File: src/hdl/isv_pkg.sv
// Shared types, character codes and small arithmetic helpers for the ISBN validator.
`timescale 1ns / 1ps

package isv_pkg;

  // Characters of interest
  localparam logic [7:0] CHAR_HYPHEN  = 8'h2D;
  localparam logic [7:0] CHAR_SPACE   = 8'h20;
  localparam logic [7:0] CHAR_ZERO    = 8'h30;
  localparam logic [7:0] CHAR_NINE    = 8'h39;
  localparam logic [7:0] CHAR_X_UPPER = 8'h58;
  localparam logic [7:0] CHAR_X_LOWER = 8'h78;

  // Count and position limits
  localparam logic [3:0] COUNT_SAT     = 4'd14;
  localparam logic [3:0] LEN_TEN       = 4'd10;
  localparam logic [3:0] LEN_THIRTEEN  = 4'd13;
  localparam logic [3:0] LAST_BODY_POS = 4'd9;
  localparam logic [3:0] PREFIX_POS    = 4'd3;
  localparam logic [3:0] FIRST_POS     = 4'd1;
  localparam logic [3:0] FOURTH_POS    = 4'd4;

  // Value of X in the tenth position, weighted by ten
  localparam logic [6:0] X_WEIGHTED = 7'd100;

  typedef enum logic [1:0] {
    KIND_NONE     = 2'd0,
    KIND_TEN      = 2'd1,
    KIND_THIRTEEN = 2'd2
  } kind_t;

  typedef enum logic [1:0] {
    ERR_NONE     = 2'd0,
    ERR_LENGTH   = 2'd1,
    ERR_TEN      = 2'd2,
    ERR_THIRTEEN = 2'd3
  } err_t;

  typedef enum logic [2:0] {
    LANG_ENGLISH = 3'd0,
    LANG_FRENCH  = 3'd1,
    LANG_GERMAN  = 3'd2,
    LANG_JAPAN   = 3'd3,
    LANG_RUSSIAN = 3'd4,
    LANG_CHINA   = 3'd5,
    LANG_OTHER   = 3'd6
  } lang_t;

  // Running state of one ISBN string
  typedef struct packed {
    logic [3:0] kept_count;
    logic [3:0] sum_mod_eleven;
    logic [3:0] sum_mod_ten;
    logic       ten_form_bad;
    logic       thirteen_form_bad;
    logic [9:0] prefix_acc;
    logic [7:0] first_kept_char;
    logic [7:0] fourth_kept_char;
    logic [7:0] last_kept_char;
  } isv_state_t;

  // One result beat
  typedef struct packed {
    logic       valid_res;
    kind_t      kind;
    err_t       error_code;
    logic [7:0] check_char;
    logic [9:0] prefix_value;
    lang_t      language_group;
  } isv_result_t;

  // Remainder mod 11 for values below 128: reciprocal 187/2048 is exact here
  function automatic logic [3:0] mod11_small(input logic [6:0] v);
    logic [14:0] prod;
    logic [3:0]  q;
    logic [7:0]  q11;
    logic [7:0]  r;
    prod = 15'(v) * 15'd187;
    q    = prod[14:11];
    q11  = 8'(q) * 8'd11;
    r    = 8'(v) - q11;
    return r[3:0];
  endfunction

  // Remainder mod 10 for values below 64: reciprocal 205/2048 is exact here
  function automatic logic [3:0] mod10_small(input logic [5:0] v);
    logic [13:0] prod;
    logic [2:0]  q;
    logic [6:0]  q10;
    logic [6:0]  r;
    prod = 14'(v) * 14'd205;
    q    = prod[13:11];
    q10  = 7'(q) * 7'd10;
    r    = 7'(v) - q10;
    return r[3:0];
  endfunction

  // Language group from a registration group character
  function automatic lang_t group_of(input logic [7:0] c);
    lang_t g;
    case (c)
      8'h30, 8'h31: g = LANG_ENGLISH;
      8'h32:        g = LANG_FRENCH;
      8'h33:        g = LANG_GERMAN;
      8'h34:        g = LANG_JAPAN;
      8'h35:        g = LANG_RUSSIAN;
      8'h37:        g = LANG_CHINA;
      default:      g = LANG_OTHER;
    endcase
    return g;
  endfunction

endpackage

File: src/hdl/isv_step.sv
// Per-character update of the checksum state and result formation at the end mark.
`timescale 1ns / 1ps

module isv_step (
  input  isv_pkg::isv_state_t  state,
  input  logic [7:0]           ch,
  input  logic                 last,
  output isv_pkg::isv_state_t  state_next,
  output isv_pkg::isv_result_t result
);

  logic       keep;
  logic       dig;
  logic       is_x;
  logic [7:0] diff;
  logic [3:0] d;
  logic [3:0] pos;
  logic [7:0] prod;
  logic [6:0] v11;
  logic [5:0] d3;
  logic [5:0] v10;
  logic [9:0] prefix_times10;
  isv_pkg::isv_state_t upd;

  // Classify the character
  assign keep = (ch != isv_pkg::CHAR_HYPHEN) && (ch != isv_pkg::CHAR_SPACE);
  assign dig  = (ch >= isv_pkg::CHAR_ZERO) && (ch <= isv_pkg::CHAR_NINE);
  assign is_x = (ch == isv_pkg::CHAR_X_UPPER) || (ch == isv_pkg::CHAR_X_LOWER);
  assign diff = ch - isv_pkg::CHAR_ZERO;
  assign d    = dig ? diff[3:0] : 4'd0;
  assign pos  = state.kept_count + 4'd1;

  // Weighted terms for both checks
  assign prod = 8'(d) * 8'(pos);
  assign v11  = 7'(state.sum_mod_eleven) + ((is_x && !dig) ? isv_pkg::X_WEIGHTED : prod[6:0]);
  assign d3   = 6'({d, 1'b0}) + 6'(d);
  assign v10  = 6'(state.sum_mod_ten) + (pos[0] ? 6'(d) : d3);
  assign prefix_times10 = {state.prefix_acc[6:0], 3'b000} + {state.prefix_acc[8:0], 1'b0}
                        + 10'(d);

  // Fold the kept character into the state
  always_comb begin
    upd = state;
    if (keep) begin
      if (pos <= isv_pkg::LAST_BODY_POS) begin
        if (dig) upd.sum_mod_eleven = isv_pkg::mod11_small(v11);
        else     upd.ten_form_bad   = 1'b1;
      end else if (pos == isv_pkg::LEN_TEN) begin
        if (dig || is_x) upd.sum_mod_eleven = isv_pkg::mod11_small(v11);
        else             upd.ten_form_bad   = 1'b1;
      end
      if (pos <= isv_pkg::LEN_THIRTEEN) begin
        if (dig) upd.sum_mod_ten       = isv_pkg::mod10_small(v10);
        else     upd.thirteen_form_bad = 1'b1;
      end
      if ((pos <= isv_pkg::PREFIX_POS) && dig) upd.prefix_acc = prefix_times10;
      if (pos == isv_pkg::FIRST_POS)  upd.first_kept_char  = ch;
      if (pos == isv_pkg::FOURTH_POS) upd.fourth_kept_char = ch;
      upd.last_kept_char = ch;
      if (state.kept_count < isv_pkg::COUNT_SAT) upd.kept_count = pos;
    end
  end

  // Form the result from the updated state
  always_comb begin
    result.valid_res      = 1'b0;
    result.kind           = isv_pkg::KIND_NONE;
    result.error_code     = isv_pkg::ERR_LENGTH;
    result.check_char     = upd.last_kept_char;
    result.prefix_value   = 10'd0;
    result.language_group = isv_pkg::LANG_OTHER;
    if (upd.kept_count == isv_pkg::LEN_TEN) begin
      result.kind = isv_pkg::KIND_TEN;
      if (!upd.ten_form_bad && (upd.sum_mod_eleven == 4'd0)) begin
        result.valid_res      = 1'b1;
        result.error_code     = isv_pkg::ERR_NONE;
        result.language_group = isv_pkg::group_of(upd.first_kept_char);
      end else begin
        result.error_code = isv_pkg::ERR_TEN;
      end
    end else if (upd.kept_count == isv_pkg::LEN_THIRTEEN) begin
      result.kind = isv_pkg::KIND_THIRTEEN;
      if (!upd.thirteen_form_bad && (upd.sum_mod_ten == 4'd0)) begin
        result.valid_res      = 1'b1;
        result.error_code     = isv_pkg::ERR_NONE;
        result.prefix_value   = upd.prefix_acc;
        result.language_group = isv_pkg::group_of(upd.fourth_kept_char);
      end else begin
        result.error_code = isv_pkg::ERR_THIRTEEN;
      end
    end
  end

  // Clear after the end mark
  assign state_next = last ? '0 : upd;

endmodule

File: src/hdl/isbn_stream_validator.sv
// Top level: streaming ISBN-10 / ISBN-13 check-digit validator.
// Path: an end-mark beat is accepted into the input register, then its result is
//   captured in the result register.
// Throughput: one character per cycle, save for an end mark facing a full output.
// A waiting result does not stall non-final characters; only a second end mark waits.
// Reset (synchronous, active high) clears the checksum state and both valid flags.
`timescale 1ns / 1ps

module isbn_stream_validator (
  input  logic       clk,
  input  logic       rst,
  input  logic       in_valid,
  output logic       in_ready,
  input  logic [7:0] char_in,
  input  logic       end_mark,
  output logic       out_valid,
  input  logic       out_ready,
  output logic       valid_res,
  output logic [1:0] kind,
  output logic [1:0] error_code,
  output logic [7:0] check_char,
  output logic [9:0] prefix_value,
  output logic [2:0] language_group
);

  logic                 s1_valid;
  logic [7:0]           s1_char;
  logic                 s1_last;
  logic                 s1_go;
  logic                 out_free;
  isv_pkg::isv_state_t  state;
  isv_pkg::isv_state_t  state_next;
  isv_pkg::isv_result_t result;

  isv_step u_step (
    .state      (state),
    .ch         (s1_char),
    .last       (s1_last),
    .state_next (state_next),
    .result     (result)
  );

  // Handshake: a held beat advances unless it is an end mark facing a full output
  assign out_free = !out_valid || out_ready;
  assign s1_go    = s1_valid && (!s1_last || out_free);
  assign in_ready = !s1_valid || s1_go;

  // Input register
  always_ff @(posedge clk) begin
    if (rst) begin
      s1_valid <= 1'b0;
    end else if (in_ready) begin
      s1_valid <= in_valid;
    end
  end

  always_ff @(posedge clk) begin
    if (in_valid && in_ready) begin
      s1_char <= char_in;
      s1_last <= end_mark;
    end
  end

  // Checksum state
  always_ff @(posedge clk) begin
    if (rst) begin
      state <= '0;
    end else if (s1_go) begin
      state <= state_next;
    end
  end

  // Result register
  always_ff @(posedge clk) begin
    if (rst) begin
      out_valid <= 1'b0;
    end else if (s1_go && s1_last) begin
      out_valid <= 1'b1;
    end else if (out_ready) begin
      out_valid <= 1'b0;
    end
  end

  always_ff @(posedge clk) begin
    if (s1_go && s1_last) begin
      valid_res      <= result.valid_res;
      kind           <= result.kind;
      error_code     <= result.error_code;
      check_char     <= result.check_char;
      prefix_value   <= result.prefix_value;
      language_group <= result.language_group;
    end
  end

endmodule

File: config.mk
export PLATFORM = sky130hd
export DESIGN_NAME = isbn_stream_validator
export DESIGN_NICKNAME = d
export VERILOG_FILES = /design/src/hdl/isv_pkg.sv /design/src/hdl/isv_step.sv /design/src/hdl/isbn_stream_validator.sv
export SDC_FILE = /design/constraint.sdc
export NUM_CORES = 1
export LEC_CHECK = 0
export BUFFER_PORTS_ARGS = -buffer_cell sky130_fd_sc_hd__buf_2
export CAP_MARGIN = 20
export CORE_ASPECT_RATIO = 1.1
export CORE_MARGIN = 3
export CORE_UTILIZATION = 65
export DETAILED_ROUTE_END_ITERATION = 8
export GPL_ROUTABILITY_DRIVEN = 0
export HOLD_SLACK_MARGIN = 0.1
export PLACE_DENSITY = 0.87
export SLEW_MARGIN = 20
export SYNTH_ARGS = -nofsm -noshare
export SYNTH_HDL_FRONTEND = slang
export SYNTH_HIERARCHICAL = 1
export SYNTH_SLANG_ARGS = --single-unit
export TNS_END_PERCENT = 5
File: constraint.sdc
create_clock -name clk -period 14.8 [get_ports clk]
set_clock_uncertainty 0.05 [all_clocks]
set_input_delay 2.96 -clock clk [delete_from_list [all_inputs] [get_ports clk]]
set_output_delay 2.96 -clock clk [all_outputs]
set_load 0.005 [all_outputs]
# ---- Word-level counts from Yosys, hierarchy flattened
# Index checks and enable logic that the tools add are counted.
dict set report totals {
  reg_bits 85
  in_bits 13
  output_inout_bits 28
  wordCells 125
}
dict set report classes {
  addsub 9
  multipliers 5
  n_lt_le_gt_ge 6
  eq_ne 23
  mux 35
  bitwise 2
  n_reduce_logical 26
}
# op count
set ops {}
lappend ops {{$eq A8 B6 Y1 const B} 14}
lappend ops {{$mux W48} 2}
lappend ops {{$pmux W3 S6} 2}
lappend ops {{$mux W4} 8}
lappend ops {{$eq A8 B7 Y1 const B} 2}
lappend ops {{$mux W8} 2}
lappend ops {{$ne A8 B6 Y1 const B} 2}
lappend ops {{$mul A7 B8 Y15 const B} 1}
lappend ops {{$mul A6 B8 Y14 const B} 1}
lappend ops {{$eq A4 B4 Y1 const B} 3}
lappend ops {{$mux W3} 4}
lappend ops {{$add A10 B10 Y10} 1}
lappend ops {{$add A10 B4 Y10} 1}
lappend ops {{$mux W1} 10}
lappend ops {{$mux W10} 1}
lappend ops {{$mux W5} 2}
lappend ops {{$logic_and A1 B1 Y1} 9}
lappend ops {{$ge A8 B6 Y1 const B} 1}
lappend ops {{$le A4 B4 Y1 const B} 2}
lappend ops {{$le A8 B6 Y1 const B} 1}
lappend ops {{$logic_not A4 Y1} 2}
lappend ops {{$sub A4 B4 Y4} 2}
lappend ops {{$add A4 B7 Y7} 1}
lappend ops {{$mul A4 B4 Y7} 1}
lappend ops {{other kinds (19)} 31}

# ---- Logic depth before layout (Yosys ltp)
dict set report logic_depth {
  depth_word 19
  mapped_depth 48
}

# ---- By module
# Netlist, hierarchy kept.
# module n_inst cells_per_inst area_per_inst_um2 seq_area_each_um2
set by_module_without_submodules {}
lappend by_module_without_submodules {isv_step 1 634 4724.5 0.0}
lappend by_module_without_submodules {isbn_stream_validator 1 253 3273.1 2052.0}

# ---- Worst setup path after synthesis
# No wires, ideal clock.
dict set report synth_path {
  path_kind {flip-flop to flip-flop}
  start {register s1_char[2]}
  end {register valid_res, data pin}
  setup_time_ns 0.259
  arrival_time_ns 9.867
  t_required_ns 14.491
  path_slack_ns 4.624
  path_stages_with_launch 43
  n_path_buf 3
  synth_period_minus_slack_ns 10.176
  path_cell_list {edfxtp_1 clkbuf_1 o21a_1 nor2_1 clkbuf_1 nand2_1 or2_2 fa_1 inv_1 fa_1 fa_1 and2_1 ha_1 a21oi_1 nand3b_1 xnor2_1 and2_1 inv_1 [7 not listed] a21oi_2 o21ai_2 or4_1 and3_1 buf_6 ha_1 inv_1 fa_1 ha_1 a21oi_1 o21ai_2 xnor2_1 xnor2_2 xnor2_1 xnor2_1 xnor2_1 o22ai_2 nand2b_1}
}
# element line
set synth_rtl {}
lappend synth_rtl {{from (decl)} isbn_stream_validator.sv:27} ;# logic [7:0] s1_char;
lappend synth_rtl {{from (signal assigned)} isbn_stream_validator.sv:59} ;# s1_char <= char_in;
lappend synth_rtl {{to (signal assigned)} isbn_stream_validator.sv:86} ;# valid_res <= result.valid_res;
lappend synth_rtl {{to (decl)} isbn_stream_validator.sv:18} ;# output logic valid_res,

==> flow_summary.yaml <==
run:
  max-cap-violations: 0
logic_synthesis:
  yosysWarnings: 6
  avgSynthCellArea_um2: 9.02
  synth_top_area_cell: "ha_1"
  yosys.area.top_type_share: 0.158
  postSynthCellCount: 887
  synth_area_leaders: "ha_1 16%, edfxtp_1 13%, dfxtp_1 13%, fa_1 8.8%, mux2i_1 8.4%"
  synth_edf_count: 35
  synthesis.nets: 1036
  yosysUniqueCellTypes: 58
  netlist_area_mm2: 0.00800
  ys_seq_area_frac: 0.257
  synthArstFlopShare: 0
  synth_ff_type: "dfxtp_1"
  ys_ff_latch: 85
clocking:
  numCtsBuffers: 9
  clkTransAtPathRegs_ps: 60
  cts_max_path_buffers: 2
  cts_tree: "yes"
  holdBufCountCts: 0
  htree_levels: 3
  root_buffer: "clkbuf_16"
  cts_sinks: 85
  clock_latency_ps: 340
  post_cts_buffers: 0
  post_cts_resized: 0
detailed_routing:
  drc: 0
  via_per_inst: 5.90
  wl_per_cell_um: 16.2
  ant_nets: 0
  drt-initial-drc-count: 525
  vias: 6245
  drt-total-wl_mm: 17.2
  dr.pass1.iters: 6
cells_and_area:
  num-nets-final: 1052
  fin_cells: 1058
  final_common_cell: "nand2b_1"
  most-common-layout-cells: "102 x nand2b_1, 101 x ha_1, 81 x nor2_1"
  antenna-diode-count: 0
  drive_above_1_share: 0.0859
  area_growth_pct: 6.98
global_route:
  grt_use_met1: 0.321
  top_usage_layer: "met2"
  grt_pass1_wl_mm: 28.4
  grt_pass1_vias: 5976
  grtUsageMet2: 0.434
  grt_use_met3: 0.0350
  groute.usage.overall: 0.251
  antenna_found_initial: 0
  overflow: 0
  grt_max_degree: 99
setup_path:
  critPathMostFrequentCell: "fa_1"
  crit_type: "reg -> reg"
  slowest_delay_ps: 580
  endpoint_kind: "flop"
  arrival_ps: 11190
  rr_worst_depth: 40
  crit_slowest_cell: "nor2_1"
  path_max_fanout: 12
  r2r_slack_ps: 3630
  worst_setup_path_start_kind: "flop"
  required_ps: 14820
hold_path:
  whs_path_depth: 2
  hold_class: "reg -> reg"
timing:
  fmax_mhz: 89.5
  holdWs_ps: 427
  tightest_slew_ps: 1060
  rsz0062_at_grt: "no"
  setup_viol: 0
  slew-limit-headroom: 0.294
  slew_violations: 0
  tns_ps: 0
  hold_viol: 0
  period_needed_ps: 11170
  finalCritPeriodShare: 0.755
die:
  die_w_um: 112
  row_count: 41
  fp.dieArea_mm2: 0.0137
  io-pin-count: 41
  start_util: 0.681
  coreArea_mm2: 0.0117
  die_y_um: 122
place:
  io_buffers: 40
  dpl.hpwl_mm: 12.4
  dp.cells: 1042
pwr:
  power_density_mw_per_mm2: 63.5
  power_uw: 543
  worst_ir_drop_vdd_mv: 0.0756
  leakage_uw: 0.00401
run_status:
  status: "finished, final reports clean"
-- cells by family (layout without fill, tap and decap cells) --
kind of cell,after synthesis,count (layout),synth area share
buffers and inverters,116,137,0.0593
AOI/OAI and AO/OA,122,122,0.0972
and+or+nand+nor,312,312,0.203
xor gates and xnor gates,48,48,0.0535
DFF,85,85,0.257
muxes,68,68,0.0853
adders and majority gates,136,136,0.246
-- per-stage QoR --
step           worst slack [ps]   util  instance area, um^2
6_report                   3630  0.728                 8560
4_1_cts                    3760  0.728                 8550
5_1_grt                    3100  0.728                 8560
3_5_place_dp               3780  0.701                 8240
3_3_place_gp               4210  0.701                 8240
2_1_floorplan              4620      -                 8000
-- power by group --
part | switching (uW) | internal, uW
clock | 91.0 | 148
sequential | 5.84 | 249
combinational | 28.1 | 21.5
total | 125 | 418
-- final cells by class --
type	instances	area, um^2
multi-input combinational	686	5480
fill	848	3190
sequential	85	2050
inverter	77	289
timing repair buffer	44	233
clock buffer	10	229
tap	150	188
clock inverter	6	86.3
-- cell usage after synthesis (20+ instances only) --
master    instances
nand2_1          54
nor2b_1          20
nor2_1           81
inv_1            76
mux2i_1          67
a21oi_1          48
ha_1            101
xnor2_1          31
edfxtp_1         35
clkbuf_1         26
fa_1             35
dfxtp_1          50
nand2b_1        102
-- per-layer routing --
metal	up-vias	part of all wire	routed length (um)
met3	41	0.046	790
met1	3000	0.43	7380
met5	-	0	0
met2	194	0.50	8520
met4	0	0.027	460
li1	3010	-	-
-- sequential cells by signal, summed over array words and instances (netlist names) --
signal          count
error_code          2
s1_last             1
language_group      3
out_valid           1
check_char          8
s1_char             8
valid_res           1
s1_valid            1
kind                2
prefix_value       10
state              48
-- worst paths after layout --
kind | from | end
hold reg to reg | state[3] | state[3]
setup / recovery | s1_char[6] | valid_res
hold / removal | state[3] | state[3]
setup reg to reg | s1_char[6] | valid_res
-- critical path, delay by kind of cell, from the launching register on --
family | cells | cell delay (ps)
flip-flops | 1 | 450
adder cells (fa/ha/maj) | 12 | 5080
AND/OR/NAND/NOR | 11 | 3000
XOR/XNOR | 6 | 1030
buffers and inverters | 5 | 340
AO/OA/AOI/OAI | 6 | 910
(Power assumes the default switching activity.)
